==> src/sv/sfba_pkg.sv <==
// Shared types and constants for the spreading-factor bin allocator.
// Holds the threshold tables, bin limits, action codes and result status codes.
// No dependencies.
package sfba_pkg;

  localparam int NUM_BINS = 6;
  localparam int IDX_W = 3;
  localparam int TOTAL_W = 12;
  localparam int SF_W = 4;

  localparam logic [SF_W-1:0] FIRST_SF = 4'd7;
  localparam logic [SF_W-1:0] LAST_SF = 4'd12;
  localparam logic [SF_W-1:0] NO_SF = 4'd0;

  localparam logic ACT_PLACE = 1'b0;
  localparam logic ACT_CLEAR = 1'b1;

  typedef logic [15:0] edge_t;
  typedef logic [TOTAL_W-1:0] total_t;

  localparam edge_t PERIOD_EDGE [NUM_BINS] = '{16'd3200, 16'd1600, 16'd800,
                                              16'd400, 16'd200, 16'd100};
  localparam edge_t DIST_EDGE [NUM_BINS] = '{16'd125, 16'd250, 16'd500,
                                            16'd1000, 16'd2000, 16'd4000};
  localparam total_t BIN_LIMIT [NUM_BINS] = '{12'd3598, 12'd1798, 12'd898,
                                             12'd448, 12'd223, 12'd110};

  typedef enum logic [1:0] {
    ST_PLACED     = 2'd0,
    ST_INFEASIBLE = 2'd1,
    ST_NO_FACTOR  = 2'd2,
    ST_CLEARED    = 2'd3
  } status_t;

  typedef struct packed {
    logic [SF_W-1:0] assigned;
    status_t         status;
  } alloc_res_t;

endpackage

==> src/sv/spreading_factor_bin_allocator_unit.sv <==
// Top level of the spreading-factor bin allocator: input register, factor
// decode, bin state and result register. Depends on sfba_pkg, sfba_factor and sfba_bins.
//
// Channel | Direction | tdata (low bit up)                          | tuser
// in_     | slave     | node_id, distance_half_m, period_s, msg_cnt | action
// out_    | master    | node_id_out, min, max, assigned factor      | status
//
// One request is taken every cycle while out_tready holds; a result passes the input
// and result registers. Combinational bin pick and update between them set this rate.
// Reset clears all bin totals and full flags at once, with no clearing pass.
// A stalled result holds in the result register; the input register then fills and
// in_tready drops until the result is taken.
module spreading_factor_bin_allocator_unit import sfba_pkg::*; (
  input  logic        clk,
  input  logic        rst_n,
  input  logic        in_tvalid,
  output logic        in_tready,
  input  logic [55:0] in_tdata,   // node_id, distance_half_m, period_s, msg_count
  input  logic        in_tuser,   // action
  output logic        out_tvalid,
  input  logic        out_tready,
  output logic [31:0] out_tdata,  // node_id_out, min_factor, max_factor, assigned_factor
  output logic [1:0]  out_tuser   // status
);

  logic            in_valid_r;
  logic            action_r;
  logic [15:0]     node_id_r;
  logic [12:0]     dist_r;
  logic [15:0]     period_r;
  logic [7:0]      msg_r;

  logic            out_valid_r;
  logic [15:0]     out_id_r;
  logic [SF_W-1:0] out_min_r;
  logic [SF_W-1:0] out_max_r;
  logic [SF_W-1:0] out_asg_r;
  status_t         out_status_r;

  logic            advance;
  logic [SF_W-1:0] min_factor;
  logic [SF_W-1:0] max_factor;
  alloc_res_t      res;

  assign advance = in_valid_r && (!out_valid_r || out_tready);
  assign in_tready = !in_valid_r || advance;

  always_ff @(posedge clk) begin
    if (!rst_n) begin
      in_valid_r <= 1'b0;
    end else if (in_tready) begin
      in_valid_r <= in_tvalid;
    end
  end

  always_ff @(posedge clk) begin
    if (in_tready && in_tvalid) begin
      action_r <= in_tuser;
      node_id_r <= in_tdata[15:0];
      dist_r <= in_tdata[28:16];
      period_r <= in_tdata[44:29];
      msg_r <= in_tdata[52:45];
    end
  end

  sfba_factor u_factor (
    .distance_half_m(dist_r),
    .period_s       (period_r),
    .min_factor     (min_factor),
    .max_factor     (max_factor)
  );

  sfba_bins u_bins (
    .clk       (clk),
    .rst_n     (rst_n),
    .advance   (advance),
    .action    (action_r),
    .min_factor(min_factor),
    .msg_count (msg_r),
    .res       (res)
  );

  always_ff @(posedge clk) begin
    if (!rst_n) begin
      out_valid_r <= 1'b0;
    end else if (advance) begin
      out_valid_r <= 1'b1;
    end else if (out_tready) begin
      out_valid_r <= 1'b0;
    end
  end

  always_ff @(posedge clk) begin
    if (advance) begin
      out_status_r <= res.status;
      out_asg_r <= res.assigned;
      if (action_r == ACT_CLEAR) begin
        out_id_r <= '0;
        out_min_r <= NO_SF;
        out_max_r <= NO_SF;
      end else begin
        out_id_r <= node_id_r;
        out_min_r <= min_factor;
        out_max_r <= max_factor;
      end
    end
  end

  assign out_tvalid = out_valid_r;
  assign out_tdata = {4'b0000, out_asg_r, out_max_r, out_min_r, out_id_r};
  assign out_tuser = out_status_r;

endmodule

==> src/sv/sfba_factor.sv <==
// Factor range decode: largest factor from the period, smallest from the distance.
// Pure combinational threshold compares.
// Depends on sfba_pkg.
module sfba_factor import sfba_pkg::*; (
  input  logic [12:0]     distance_half_m,
  input  logic [15:0]     period_s,
  output logic [SF_W-1:0] min_factor,
  output logic [SF_W-1:0] max_factor
);

  logic [SF_W-1:0] sf_dist;

  always_comb begin
    max_factor = NO_SF;
    sf_dist = NO_SF;
    for (int k = NUM_BINS - 1; k >= 0; k--) begin
      if (period_s > PERIOD_EDGE[k]) begin
        max_factor = LAST_SF - SF_W'(k);
      end
      if ({3'b000, distance_half_m} < DIST_EDGE[k]) begin
        sf_dist = FIRST_SF + SF_W'(k);
      end
    end
    min_factor = (sf_dist > max_factor) ? max_factor : sf_dist;
  end

endmodule

==> src/sv/sfba_bins.sv <==
// Bin state for one gateway: message totals and full flags for factors 7 to 12.
// Picks the first free bin at or above the smallest factor and updates it.
// Depends on sfba_pkg.
module sfba_bins import sfba_pkg::*; (
  input  logic            clk,
  input  logic            rst_n,
  input  logic            advance,
  input  logic            action,
  input  logic [SF_W-1:0] min_factor,
  input  logic [7:0]      msg_count,
  output alloc_res_t      res
);

  total_t              bin_total_r [NUM_BINS];
  total_t              bin_total_nxt [NUM_BINS];
  logic [NUM_BINS-1:0] bin_full_r;
  logic [NUM_BINS-1:0] bin_full_nxt;

  logic [NUM_BINS-1:0] eligible;
  logic [IDX_W-1:0]    pick_idx;
  logic                pick_found;
  total_t              pick_sum;

  always_comb begin
    pick_idx = '0;
    pick_found = 1'b0;
    for (int b = 0; b < NUM_BINS; b++) begin
      eligible[b] = (min_factor != NO_SF) && ((FIRST_SF + SF_W'(b)) >= min_factor) &&
                    !bin_full_r[b];
    end
    for (int b = NUM_BINS - 1; b >= 0; b--) begin
      if (eligible[b]) begin
        pick_idx = IDX_W'(b);
        pick_found = 1'b1;
      end
    end
    pick_sum = bin_total_r[pick_idx] + {4'b0000, msg_count};
  end

  always_comb begin
    res.assigned = NO_SF;
    if (action == ACT_CLEAR) begin
      res.status = ST_CLEARED;
    end else if (min_factor == NO_SF) begin
      res.status = ST_NO_FACTOR;
    end else if (pick_found) begin
      res.status = ST_PLACED;
      res.assigned = FIRST_SF + {1'b0, pick_idx};
    end else begin
      res.status = ST_INFEASIBLE;
    end
  end

  always_comb begin
    bin_total_nxt = bin_total_r;
    bin_full_nxt = bin_full_r;
    if (advance) begin
      if (action == ACT_CLEAR) begin
        for (int b = 0; b < NUM_BINS; b++) begin
          bin_total_nxt[b] = '0;
        end
        bin_full_nxt = '0;
      end else if (pick_found) begin
        for (int b = 0; b < NUM_BINS; b++) begin
          if (pick_idx == IDX_W'(b)) begin
            bin_total_nxt[b] = pick_sum;
            bin_full_nxt[b] = pick_sum > BIN_LIMIT[b];
          end
        end
      end
    end
  end

  always_ff @(posedge clk) begin
    if (!rst_n) begin
      for (int b = 0; b < NUM_BINS; b++) begin
        bin_total_r[b] <= '0;
      end
      bin_full_r <= '0;
    end else begin
      bin_total_r <= bin_total_nxt;
      bin_full_r <= bin_full_nxt;
    end
  end

  a_clear_empties: assert property (@(posedge clk) disable iff (!rst_n)
    (advance && action == ACT_CLEAR) |=> (bin_full_r == '0 && bin_total_r[0] == '0))
    else $error("Bins not emptied after a clear request.");

  a_placed_not_full: assert property (@(posedge clk) disable iff (!rst_n)
    (res.status == ST_PLACED) |-> !bin_full_r[pick_idx])
    else $error("Request placed into a full bin.");

  a_idle_holds: assert property (@(posedge clk) disable iff (!rst_n)
    (rst_n && !advance) |=> $stable(bin_full_r))
    else $error("Full flags changed without a request.");

  a_full_sticky: assert property (@(posedge clk) disable iff (!rst_n)
    (rst_n && advance && action == ACT_PLACE) |=>
      (($past(bin_full_r) & ~bin_full_r) == '0))
    else $error("A full flag dropped without a clear request.");

endmodule

==> config.mk <==
export PLATFORM = sky130hd
export DESIGN_NAME = spreading_factor_bin_allocator_unit
export DESIGN_NICKNAME = d
export VERILOG_FILES = /design/src/sv/sfba_pkg.sv /design/src/sv/spreading_factor_bin_allocator_unit.sv /design/src/sv/sfba_factor.sv /design/src/sv/sfba_bins.sv
export SDC_FILE = /design/constraint.sdc
export NUM_CORES = 1
export LEC_CHECK = 0
export ABC_CLOCK_PERIOD_IN_PS = 9580
export BUFFER_PORTS_ARGS = -buffer_cell sky130_fd_sc_hd__buf_4
export CORE_ASPECT_RATIO = 0.75
export CORE_UTILIZATION = 58
export CTS_CLUSTER_DIAMETER = 40
export DETAILED_ROUTE_END_ITERATION = 12
export PLACE_DENSITY = 0.8
export SETUP_SLACK_MARGIN = 0.2
export SLEW_MARGIN = 20
export SYNTH_ARGS = -nofsm -noshare
export SYNTH_HDL_FRONTEND = slang
export SYNTH_HIERARCHICAL = 1
export SYNTH_SLANG_ARGS = --single-unit
==> constraint.sdc <==
create_clock -name clk -period 9.58 [get_ports clk]
set_clock_uncertainty 0.15 [all_clocks]
set_input_delay 1.916 -clock clk [delete_from_list [all_inputs] [get_ports clk]]
set_output_delay 1.916 -clock clk [all_outputs]
set_load 0.01 [all_outputs]
-- Word-level counts from Yosys, hierarchy flattened
Index checks and enable logic that the tools add are counted.
- $add $sub $neg: 2
- $lt $le $gt $ge: 26
- eq/ne operators: 5
- muxes and demuxes: 48
- bitwise operators: 2
- reductions and logical operators: 43
- operators by type and width (operator ; count):
    two-way mux 72 bit ; 2
    two-way mux 12 bit ; 8
    two-way mux 4 bit ; 12
    binary-select mux 12 bit (select 3 bit) ; 1
    two-way mux 3 bit ; 7
    greater-or-equal comparator 4 bit, first input constant ; 5
    AND reduction 3 bit ; 6
    > comparator 16 x 10 -> 1 bit, second input constant ; 1
    > comparator 16 x 11 -> 1 bit, second input constant ; 1
    > comparator 16 x 12 -> 1 bit, second input constant ; 1
    > comparator 16 x 7 -> 1 bit, second input constant ; 1
    > comparator 16 x 8 -> 1 bit, second input constant ; 1
    > comparator 16 x 9 -> 1 bit, second input constant ; 1
    two-way mux 1 bit ; 16
    nonzero test 2 bit ; 8
    logical AND 1 bit ; 14
    less-than comparator 13 x 10 -> 1 bit, second input constant ; 1
    less-than comparator 13 x 11 -> 1 bit, second input constant ; 1
    less-than comparator 13 x 12 -> 1 bit, second input constant ; 1
    less-than comparator 13 x 7 -> 1 bit, second input constant ; 1
    less-than comparator 13 x 8 -> 1 bit, second input constant ; 1
    less-than comparator 13 x 9 -> 1 bit, second input constant ; 1
    adder 12 x 8 -> 12 bit ; 1
    > comparator 12 x 10 -> 1 bit, second input constant ; 1
    other kinds (22) ; 33
- flip-flop bits (word level): 164
- bits of input ports: 61
- output and inout bits: 36
- word-level logic and storage cells: 151

-- Longest topological paths before layout
Gate-level depths: netlist of the first run.
- word-level depth: 27
- mapped depth: 34
- gate-level depth less buffers: 31

-- By module
Netlist of the first run, hierarchy kept.
- modules (own cells, without submodules) (module ; instances ; cells each ; area an instance (µm²) ; sequential area each (µm²)):
    sfba_bins ; 1 ; 588 ; 4625.7 ; 1561.5
    spreading_factor_bin_allocator_unit ; 1 ; 124 ; 2817.7 ; 2562.5
    sfba_factor ; 1 ; 81 ; 575.6 ; 0.0

-- Worst setup path before layout of the first run
Ideal clock, no wire load.
- kind: reg2reg
- from: reg period_r[0]
- to: reg u_bins.bin_full_r[3]
- setup time: 0.074 ns
- arrival time: 7.078 ns
- data required time: 9.356 ns
- slack: 2.278 ns
- stages on the path, launching flop included: 30
- path buffers: 2
- period minus slack after synthesis: 7.302 ns
- path through: edfxtp_1 -> or3_4 -> o41ai_2 -> a31oi_1 -> o21bai_1 -> ha_1 -> nor2b_1 -> o21a_1 -> o21a_1 -> o21ai_1 -> mux2_1 -> nor4_4 -> nor4b_2 -> nor2_1 -> o22ai_4 -> inv_2 -> buf_2 -> buf_1 -> mux2i_1 -> a221oi_1 -> ha_1 -> nor2b_1 -> o21ai_0 -> nand2b_1 -> a311oi_1 -> xor2_1 -> nor2_1 -> nand2_1 -> or4_1 -> a31oi_1
- cells in the longest elaborated chain, start to end: 27
- elaborated cells between the ends (all ways): 58
- ends and longest elaborated chain (element ; line ; RTL):
    start, declared ; spreading_factor_bin_allocator_unit.sv:30 ; logic [15:0] period_r;
    start signal, assigned ; spreading_factor_bin_allocator_unit.sv:61 ; period_r <= in_tdata[44:29];
    > comparator 16 x 7 -> 1 bit ; sfba_factor.sv:17 ; if (period_s > PERIOD_EDGE[k]) begin
    two-way mux 3 bit ; sfba_factor.sv:17 ;
    two-way mux 4 bit (4 in series) ; sfba_factor.sv:17 ;
    two-way mux 4 bit * ; sfba_factor.sv:17 ;
    > comparator 4 bit ; sfba_factor.sv:24 ; min_factor = (sf_dist > max_factor) ? max_factor : sf_dist;
    two-way mux 4 bit * ; sfba_factor.sv:24 ;
    via min_factor[0] ; spreading_factor_bin_allocator_unit.sv:41 ; logic [SF_W-1:0] min_factor;
    greater-or-equal comparator 4 bit or nonzero test 4 bit (tied branches) ; sfba_bins.sv:28 ; eligible[b] = (min_factor != NO_SF) && ((FIRST_SF + SF_W'(b)) >= min_factor) &&
    (+8 left out) ; n/a ;
    NOT 3 -> 4 bit (implied by the code) ; sfba_bins.sv:37 ; pick_sum = bin_total_r[pick_idx] + {4'b0000, msg_count};
    binary-select mux 12 bit (select 3 bit) ; sfba_bins.sv:37 ;
    two-way mux 12 bit (implied by the code) (2 in series) ; sfba_bins.sv:37 ;
    adder 12 x 8 -> 12 bit ; sfba_bins.sv:37 ;
    > comparator 12 x 9 -> 1 bit ; sfba_bins.sv:67 ; bin_full_nxt[b] = pick_sum > BIN_LIMIT[b];
    two-way mux 1 bit ; sfba_bins.sv:65 ; if (pick_idx == IDX_W'(b)) begin
    two-way mux 6 bit ; sfba_bins.sv:63 ; end else if (pick_found) begin
    two-way mux 6 bit ; sfba_bins.sv:58 ; if (action == ACT_CLEAR) begin
    end signal, assigned ; sfba_bins.sv:82 ; bin_full_r <= bin_full_nxt;
    end, declared ; sfba_bins.sv:16 ; logic [NUM_BINS-1:0] bin_full_r;
The timed path passes the listed nets; every way through them passes the cells marked *. The select of a mux whose other input is x is not followed.
A chain may end at the register's enable or synchronous reset.

-- Worst setup path in the final report of the first run
- from: reg dist_r[12]
- to: reg u_bins.bin_full_r[2]
- cells in the longest elaborated chain, start to end: 27
- elaborated cells between the ends (all ways): 58
- ends and longest elaborated chain (element ; line ; RTL):
    start, declared ; spreading_factor_bin_allocator_unit.sv:29 ; logic [12:0] dist_r;
    start signal, assigned ; spreading_factor_bin_allocator_unit.sv:60 ; dist_r <= in_tdata[28:16];
    less-than comparator 13 x 12 -> 1 bit ; sfba_factor.sv:20 ; if ({3'b000, distance_half_m} < DIST_EDGE[k]) begin
    two-way mux 4 bit (5 in series) ; sfba_factor.sv:20 ;
    two-way mux 4 bit * ; sfba_factor.sv:20 ;
    > comparator 4 bit ; sfba_factor.sv:24 ;
    two-way mux 4 bit * ; sfba_factor.sv:24 ;
    via min_factor[1] ; spreading_factor_bin_allocator_unit.sv:41 ;
    greater-or-equal comparator 4 bit or nonzero test 4 bit (tied branches) ; sfba_bins.sv:28 ;
    logical AND 1 bit (2 in series) ; sfba_bins.sv:28 ;
    two-way mux 3 bit (6 in series) ; sfba_bins.sv:32 ; if (eligible[b]) begin
    NOT 3 -> 4 bit (implied by the code) ; sfba_bins.sv:37 ;
    binary-select mux 12 bit (select 3 bit) ; sfba_bins.sv:37 ;
    two-way mux 12 bit (implied by the code) (2 in series) ; sfba_bins.sv:37 ;
    adder 12 x 8 -> 12 bit ; sfba_bins.sv:37 ;
    > comparator 12 x 10 -> 1 bit ; sfba_bins.sv:67 ;
    two-way mux 1 bit ; sfba_bins.sv:65 ;
    two-way mux 6 bit ; sfba_bins.sv:63 ;
    two-way mux 6 bit ; sfba_bins.sv:58 ;
Marks and branches as above.

==> run summary, run 1 <==
The share of cells above drive strength 1 came out at between 10% and 20%. The detail-routed via count per cell came out at about 6.2. The critical path is of the reg -> reg type. The number of antenna violations at the first check in global routing is 0. The flip-flop and latch count after synthesis came out at 164. The count of nets left with antenna violations once routing finished came out at 0. The run finished with clean final reports.

The number of top-level design ports came out at 97. The register-to-register setup slack is 1020 ps. By area the synthesized netlist is led by sky130_fd_sc_hd__edfxtp_1, sky130_fd_sc_hd__dfxtp_1, sky130_fd_sc_hd__mux2i_1. The worst setup path is launched from a register.

The sequential-to-total area share from yosys stat came out at about half. The repair_antennas step left the layout with diodes totalling 0. The total congestion overflow after global routing came out at 0. The clock sink total came out at approximately 160. The kind of end point of the critical path is a register. The hold violation total from the final report is 0. The number of H-tree levels came out at 4. Global routing used 29.0% of the available tracks. The cts-stage hold buffer count is 0. Of all flip-flops after synthesis, the portion carrying an async set or reset was 0%.

By instance count, the leading cell after synthesis is sky130_fd_sc_hd__nand2_1. For the pin with the worst max-slew slack, the measured transition is 1140 ps. The number of post-CTS setup repair buffers came out at 0.

Setup violations remaining at the end of the flow were counted as 0. The via count of the first global-routing pass was 6235. The power density normalized to cell area is 198 mW/mm^2.

The number of vias in the routed layout is 6581. The clock reaches the later pin of the worst-skew pair after around 430 ps. The area overhead of the layout relative to synthesis came out at 16.5%. The routed wirelength normalized by instance count is 18.9 um. The relative max-transition margin came out at 23.7%. The residual DRC count came out at 0.

The post-synth design cell area is 0.00802 mm^2. The cell type group with the largest total delay on the critical path is compound AO/OA/AOI/OAI gates. The height of the chip is ~100 um. The DRC marker count from the first detailed-route iteration is between 800 and 900. The standard cell core area came out at 0.0132 mm^2.

The count of standard-cell rows is 36. The worst-case IR drop observed on VDD is 0.154 mV. sky130_fd_sc_hd__edfxtp_1 takes more of the synthesized area than any other cell.

The number of nets in the layout came out at 949. The commonest cells after synthesis are sky130_fd_sc_hd__nand2_1, sky130_fd_sc_hd__edfxtp_1, sky130_fd_sc_hd__dfxtp_1. The max capacitance violation total came out at 0.

The maximum buffer depth of the clock tree is 2. The width of the chip came out at 138 um. The max-slew violation count came out at 0. The worst endpoint required time came out at 9730 ps. The number of warnings reported in the yosys synthesis log came out at 6.

After clock tree synthesis, the repair step resized 0 gates. Once the floorplan was initialized, standard cells occupied 60.6% of the core. The count of distinct cell types in the synthesized netlist is 81. The synthesized area divided by synthesized cell count came out at 10.1 um^2. The final period demand of the worst path came out at 8560 ps. The maximum achievable frequency came out at 117 MHz. The worst stage delay on the critical path is around 760 ps.

The final sum of negative setup slack is 0 ps. In this run the clock root is driven by a sky130_fd_sc_hd__clkbuf_16. The total iterations of the first detailed-routing run came out at 6. The synthesized design devotes to its leading area cell type 31.5% of total area. The number of clock buffers added by TritonCTS is 17. The floorplan step defined a die boundary enclosing 0.0143 mm^2.

The data arrival time at the worst-slack endpoint came out at 8710 ps. The buffers plus inverters on the worst setup path came out at 3. The number of buffers added on ports is 89.

In the synthesized netlist, the number of instances is a little under 800. The clock-pin transition on the worst setup and hold timing paths came out at 70 ps. The share of the clock period used by the worst path came out at approximately nine tenths. Of all nets on the critical path, the largest fanout is 16. The path class of the lowest-slack min-delay path is reg -> reg. The HPWL after detailed placement is about 14000 um.

Among all stages on the critical path, the largest delay is contributed by sky130_fd_sc_hd__mux2i_1. The wire length after detailed routing came out at 19900 um. The wire length of the first global-routing pass came out at around 32000 um.

The main flop type after synthesis is sky130_fd_sc_hd__edfxtp_1. Setup repair after global routing left no endpoint under its margin. The cell leakage power is 0.00355 uW. Entering global routing, the biggest net connects between 60 and 70 pins. In this run, synthesis inferred between 80 and 90 flip-flops with an integrated enable.

The final RePlAce weighted congestion is 0.958. The design draws 1850 uW. The clock tree from TritonCTS is done.
[final timing paths]
path | from | endpoint | depth (start not counted)
hold / removal | u_bins/bin_total_r[25] | u_bins/bin_total_r[25] | 2
setup / recovery | dist_r[12] | u_bins/bin_full_r[2] | 28
hold reg to reg | u_bins/bin_total_r[25] | u_bins/bin_total_r[25] | 2
setup reg to reg | dist_r[12] | u_bins/bin_full_r[2] | 28
[metal layers]
metal	wire length (um)	part of all wire, %	global-route usage (%)
met1	8420	42	40.7
met2	8990	45	44.3
met3	2070	10	7.10
met4	414	2.1	8.23
met5	0	0	0
[cells by family (layout without fill, tap and decap cells)]
| family | Yosys count | in the layout | synth area share (%) |
|---|---|---|---|
| multiplexers | 53 | 53 | 6.77 |
| adder cells (fa/ha/maj) | 19 | 19 | 3.06 |
| XOR/XNOR | 10 | 10 | 1.09 |
| other | 1 | 4 | 0.0468 |
| AND/OR/NAND/NOR | 302 | 302 | 18.5 |
| buffers and inverters | 62 | 148 | 3.71 |
| flip-flops | 164 | 164 | 51.4 |
| AO/OA/AOI/OAI | 182 | 182 | 15.4 |
[tightest hold or removal path: stages, from the launching register on]
cell,delay (ps)
sky130_fd_sc_hd__dfxtp_1,310
sky130_fd_sc_hd__nand2_1,50
sky130_fd_sc_hd__a21oi_1,50
[final cells by class]
type	count	area, um^2
clock inverters	13	119
fillers	943	3900
well taps	171	214
inverters	17	65.1
multi-input cells	570	3630
flip-flops and latches	164	4120
clock buffers	19	443
repair buffers	99	743
[sequential cells by signal (all words and copies together), names as in the netlist, 6 cells and up]
signal	count
dist_r	13
msg_r	8
node_id_r	16
out_id_r	16
period_r	16
u_bins/bin_full_r	6
u_bins/bin_total_r	72
[per-stage QoR]
step	utilization [%]	setup WS (ps)	std cells	hold slack (ps)	area, um^2
after floorplan	-	2280	796	283	8030
after global placement	66.3	1580	1021	291	8780
after detailed placement	66.3	1330	1021	300	8780
after CTS	70.5	1250	1053	308	9340
after global routing	70.5	458	1053	330	9340
final	70.5	1020	1053	309	9340
[power by group]
group	internal, uW	switching (uW)
sequential	778	21.9
clock	347	298
combinational	144	261
total	1270	580
[cell usage in the layout (no fill, tap or decap), types with 6 or more instances in the layout]
cell	count
sky130_fd_sc_hd__xnor2_1	6
sky130_fd_sc_hd__nand3_1	12
sky130_fd_sc_hd__or3_1	7
sky130_fd_sc_hd__edfxtp_1	84
sky130_fd_sc_hd__and2_1	7
sky130_fd_sc_hd__ha_1	18
sky130_fd_sc_hd__nor4_1	9
sky130_fd_sc_hd__nor2_1	75
sky130_fd_sc_hd__nor2b_1	30
sky130_fd_sc_hd__clkbuf_16	17
sky130_fd_sc_hd__nor3_1	8
sky130_fd_sc_hd__mux2_2	6
sky130_fd_sc_hd__buf_4	99
sky130_fd_sc_hd__o21ai_0	19
sky130_fd_sc_hd__a21oi_1	60
sky130_fd_sc_hd__o211ai_1	13
sky130_fd_sc_hd__a21o_1	6
sky130_fd_sc_hd__dfxtp_1	80
sky130_fd_sc_hd__nand2_1	109
sky130_fd_sc_hd__o21a_1	11
sky130_fd_sc_hd__a311oi_1	6
sky130_fd_sc_hd__inv_1	15
sky130_fd_sc_hd__a31oi_1	12
sky130_fd_sc_hd__mux2i_1	45
Note: power is estimated with default switching activity, not from simulation.
==> run 2: changes to the inputs <==
--- a/config.mk
+++ b/config.mk
@@ -8,13 +8,12 @@
 export ABC_CLOCK_PERIOD_IN_PS = 9580
 export BUFFER_PORTS_ARGS = -buffer_cell sky130_fd_sc_hd__buf_4
 export CORE_ASPECT_RATIO = 0.75
-export CORE_UTILIZATION = 58
+export CORE_UTILIZATION = 59
 export CTS_CLUSTER_DIAMETER = 40
 export DETAILED_ROUTE_END_ITERATION = 12
-export PLACE_DENSITY = 0.8
+export PLACE_DENSITY = 0.81
 export SETUP_SLACK_MARGIN = 0.2
 export SLEW_MARGIN = 20
 export SYNTH_ARGS = -nofsm -noshare
 export SYNTH_HDL_FRONTEND = slang
-export SYNTH_HIERARCHICAL = 1
 export SYNTH_SLANG_ARGS = --single-unit
==> run 2 against run 1 <==
Compared with the run above: the run now ends with DRC left; synthesized cell count up 3.9%; setup slack improved by 700 ps; critical path depth grew 1; global-route usage shrank 1.0 points; combinational power down 17%; design area is 3.2% higher; final cell count is 3.2% higher; clock power is 8.2% higher; sequential share of layout area decreased by 1.4 points; area after synthesis up 3.1%; critical endpoint is now u_bins.bin_total_r[35]; largest cell class unchanged; register-to-register slack better by 700 ps.
==> run summary, run 2 <==
The run finished, with violations left. The final reports fail on DRC. The number of enable-type register cells in the synthesized netlist came out at 84. The net switching power is 516 uW.

The number of warnings reported in the yosys synthesis log came out at 0. Setup repair after global routing left no endpoint under its margin. The max-slew violation count came to 0. The synthesized-area fraction occupied by xor and xnor cells came out at 1.26%. The count of inserted antenna diode cells came out at 0. The standard cell core area is 0.0137 mm^2. The wire length after detailed routing came out at 19400 um. The floorplan step set the die width to 139 um. The number of stages on the worst hold path is 2.

The share of total power in the clock network came out at between 30% and 40%. The register-to-register setup slack is 1720 ps. By area, the combinational part of the netlist is dominated by simple AND/OR/NAND/NOR gates.

The cts-stage hold buffer count came out at 0. The hold violation total from the final report is 0. The kind of start point of the critical path is a register. The die covers 0.0145 mm^2. The DRC marker count from the first detailed-route iteration is approximately 650. The setup path with the least slack is of type reg -> reg.

After Yosys synthesis, full adders, half adders and majority gates account for about 2.8% of the synthesized area. By instance count, the cell type seen most on the critical path is sky130_fd_sc_hd__a21oi_1. In the final routed layout, each cell accounts on average for 17.8 um. Counting both buffers and inverters, the worst setup path holds a total of 3. The minimum setup slack after placement came out at 1930 ps. The pin slew with the least headroom to its limit is 1060 ps. Counting buffers and inverters, the worst setup path is 29 cells deep. The insertion delay of the later-clocked pin in the worst-skew pair is 430 ps. The fraction of the mapped netlist area in compound gates is 17.9%. The largest net degree at the start of global routing is 83.

The final sum of negative setup slack came out at 0 ps. The height of the chip is between 100 and 150 um. The final period demand of the worst path is 7860 ps. The fraction of the core area covered by cells at the end of the flow came out at about 70%. The worst setup slack after layout came out at 1720 ps. The share of synthesized area spent on multiplexers is 5.27%. Each instance of the synthesized netlist takes up on average between 10 and 15 um^2.

The cell-internal power came out at 1310 uW. The largest register by flop count is u_bins.bin_total_r. The largest single stage delay on the critical path is ~600 ps.

The worst endpoint required time came out at 9790 ps. The number of flip-flops under the largest register name came out at 72. Net switching is 28.2% of the power.

In this run the post-CTS setup repair buffer count came out at 0. The post-synth design cell area is 0.00827 mm^2. The cell leakage power came out at around 0.0037 uW. The portion of total power attributed to sequential cells came out at 43.5%.

The total power came out at 1830 uW. Sorting the synthesized cells by how often they occur yields sky130_fd_sc_hd__nand2_1, sky130_fd_sc_hd__edfxtp_1, sky130_fd_sc_hd__dfxtp_1. The number of H-tree levels came out at 4. The congestion estimate from routability-driven global placement came to around 0.9. The residual DRC count came out at 7. The detail-routed via count per cell is 6.06. The number of nets in the layout is 978. The worst register-to-register path begins at period_r[3]. The overall routing resource usage came out at around 28%.

Counting every instance in the synthesized netlist gives 824. The total iterations of the first detailed-routing run came out at 9. The max capacitance violation total is 0. Power spread over the standard cell area amounts to 190 mW/mm^2. Post-CTS repair changed the size of 0 cells.

The share of cells above drive strength 1 is 17.8%. The detail route stage leaves a number of antenna-violating nets equal to 0. The share of synthesized cell area in and, or, nand and nor gates is around a fifth. The number of buffers added on ports is 89. The total congestion overflow after global routing came out at 0.

The async set or reset register ratio after synthesis is 0%. The flip-flop and latch count after synthesis came out at 164. The wire length of the first global-routing pass came out at 31700 um. By area the synthesized netlist is led by sky130_fd_sc_hd__edfxtp_1, sky130_fd_sc_hd__dfxtp_1, sky130_fd_sc_hd__nand2_1. Setup violations remaining at the end of the flow were counted as 0. Yosys instantiated no cell more often than sky130_fd_sc_hd__nand2_1. The path class of the lowest-slack min-delay path is reg -> reg. The relative max-transition margin came out at 29.1%. In the layout the commonest cells are sky130_fd_sc_hd__nand2_1, sky130_fd_sc_hd__buf_4, sky130_fd_sc_hd__edfxtp_1.

The largest individual stage delay along the critical path comes from the cell sky130_fd_sc_hd__a21oi_1. For the worst setup path, the data arrival time is 8070 ps. The via count of the first global-routing pass is roughly 6300. The count of distinct cell types in the synthesized netlist came out at 81.

The final critical path takes up 82.0% of the cycle. The most used flip-flop cell after synthesis is sky130_fd_sc_hd__edfxtp_1. The final HPWL from detailed placement is 13000 um.

The kind of end point of the critical path is a register. The floorplan has 37 rows. The library cell used most frequently in the layout, excluding fill and tap cells, is sky130_fd_sc_hd__nand2_1. The clock tree from TritonCTS is done. The tree is rooted in a sky130_fd_sc_hd__clkbuf_16. The detailed router placed 6588 vias in this run.

Counting the fill cells in the layout gives 949. The maximum buffer depth of the clock tree came out at 2. The cell type group with the largest total delay on the critical path is compound AO/OA/AOI/OAI gates. The share of the synthesized area in the top cell type came out at 30.5%. The path with the worst hold slack has its endpoint at u_bins.bin_total_r[52]. The source of the worst hold timing path is u_bins.bin_total_r[52]. Based on the critical path, the design can be clocked at up to around 130 MHz.

In this run the worst path has a maximum fanout of 26. The maximum vdd ir drop is 0.157 mV. The portion of total power attributed to combinational logic came out at 18.4%.

Summing the sequential cell areas from Yosys gives 49.9% of the chip area. For this design, the sink count on the clock tree is 164. The area overhead of the layout relative to synthesis came out at 16.6%. The starting density of the core came out at around three fifths. Pin placement for this block handled 97 I/O pins. The cell accounting for the most synthesized area is sky130_fd_sc_hd__edfxtp_1. The number of antenna violations at the first check in global routing came out at 0. In this run, CTS created clock tree buffers numbering 17.

The worst hold slack after final layout is ~320 ps. The reg-to-reg endpoint is u_bins.bin_total_r[35]. The depth of the worst register-to-register path came out at 29.

Clock-pin slew was measured on the worst setup and hold paths at 60 ps.
==> run 2: cell types whose count changed in the layout (fill, tap and decap cells not counted), sizes merged, moves of 11 or more <==
cell    before  now
a21oi       61   27
nand2b       3   14
nand2      109  122
nor2b       31   52
nor2        80   57
o31ai        2   18
mux2i       46   30
a21boi       4   33
==> run 2: cells by family (layout without fill, tap and decap cells) <==
| kind of cell | count (synthesis) | after routing |
|---|---|---|
| simple gates | 319 | 319 |
| mux | 42 | 42 |
| fa+ha+maj | 18 | 18 |
| buf+inv | 67 | 152 |
| xor+xnor | 11 | 11 |
| other cells | 1 | 4 |
| flops | 164 | 164 |
| compound gates | 202 | 202 |
==> run 2: how the worst max path moves through the flow <==
| stage | slack [ps] | startpoint | to |
|---|---|---|---|
| floorplan | 2640 | period_r[3] | u_bins.bin_full_r[3] |
| global placement | 2130 | period_r[3] | u_bins.bin_total_r[11] |
| detailed placement | 1930 | period_r[3] | u_bins.bin_total_r[35] |
| CTS | 1920 | period_r[3] | u_bins.bin_total_r[71] |
| global route | 1230 | period_r[3] | u_bins.bin_total_r[35] |
| finish | 1720 | period_r[3] | u_bins.bin_total_r[35] |
==> run 2: metal layers <==
metal,routed length (um),track usage (%),share of wire (%)
met3,1730,6.49,8.9
met2,8510,42.2,44
met4,293,9.05,1.5
met5,0,0,0
met1,8860,39.7,46
==> run 2: layout make-up <==
cell class / count / area [um^2] / area share, %
inverter: 21 / 78.8 / 0.818
timing repair buffer: 99 / 743 / 7.71
clock buffer: 17 / 425 / 4.42
multi-input combinational: 596 / 3870 / 40.1
clock inverter: 15 / 179 / 1.86
sequential: 164 / 4120 / 42.8
tap: 175 / 219 / 2.27
==> run 2: power groups by stage <==
stage | clock network [uW] | logic [uW] | registers [uW]
floorplan | 0 | 233 | 807
global placement | 0 | 314 | 808
detailed placement | 0 | 326 | 810
CTS | 705 | 328 | 795
global route | 735 | 364 | 799
finish | 697 | 336 | 796
==> run 2: worst reg2reg max path: cells and delay by family, from the launching register on <==
kind | cells | cell delay, ps
AO/OA/AOI/OAI | 17 | 3820
AND/OR/NAND/NOR | 5 | 1350
buffers and inverters | 3 | 690
multiplexers | 2 | 800
adder cells (fa/ha/maj) | 2 | 560
flip-flops | 1 | 430
==> run 2: metrics by stage <==
step | cell area (um^2) | instances
2_1_floorplan | 8280 | 827
3_3_place_gp | 9030 | 1055
3_5_place_dp | 9030 | 1055
4_1_cts | 9630 | 1087
5_1_grt | 9640 | 1087
6_report | 9640 | 1087
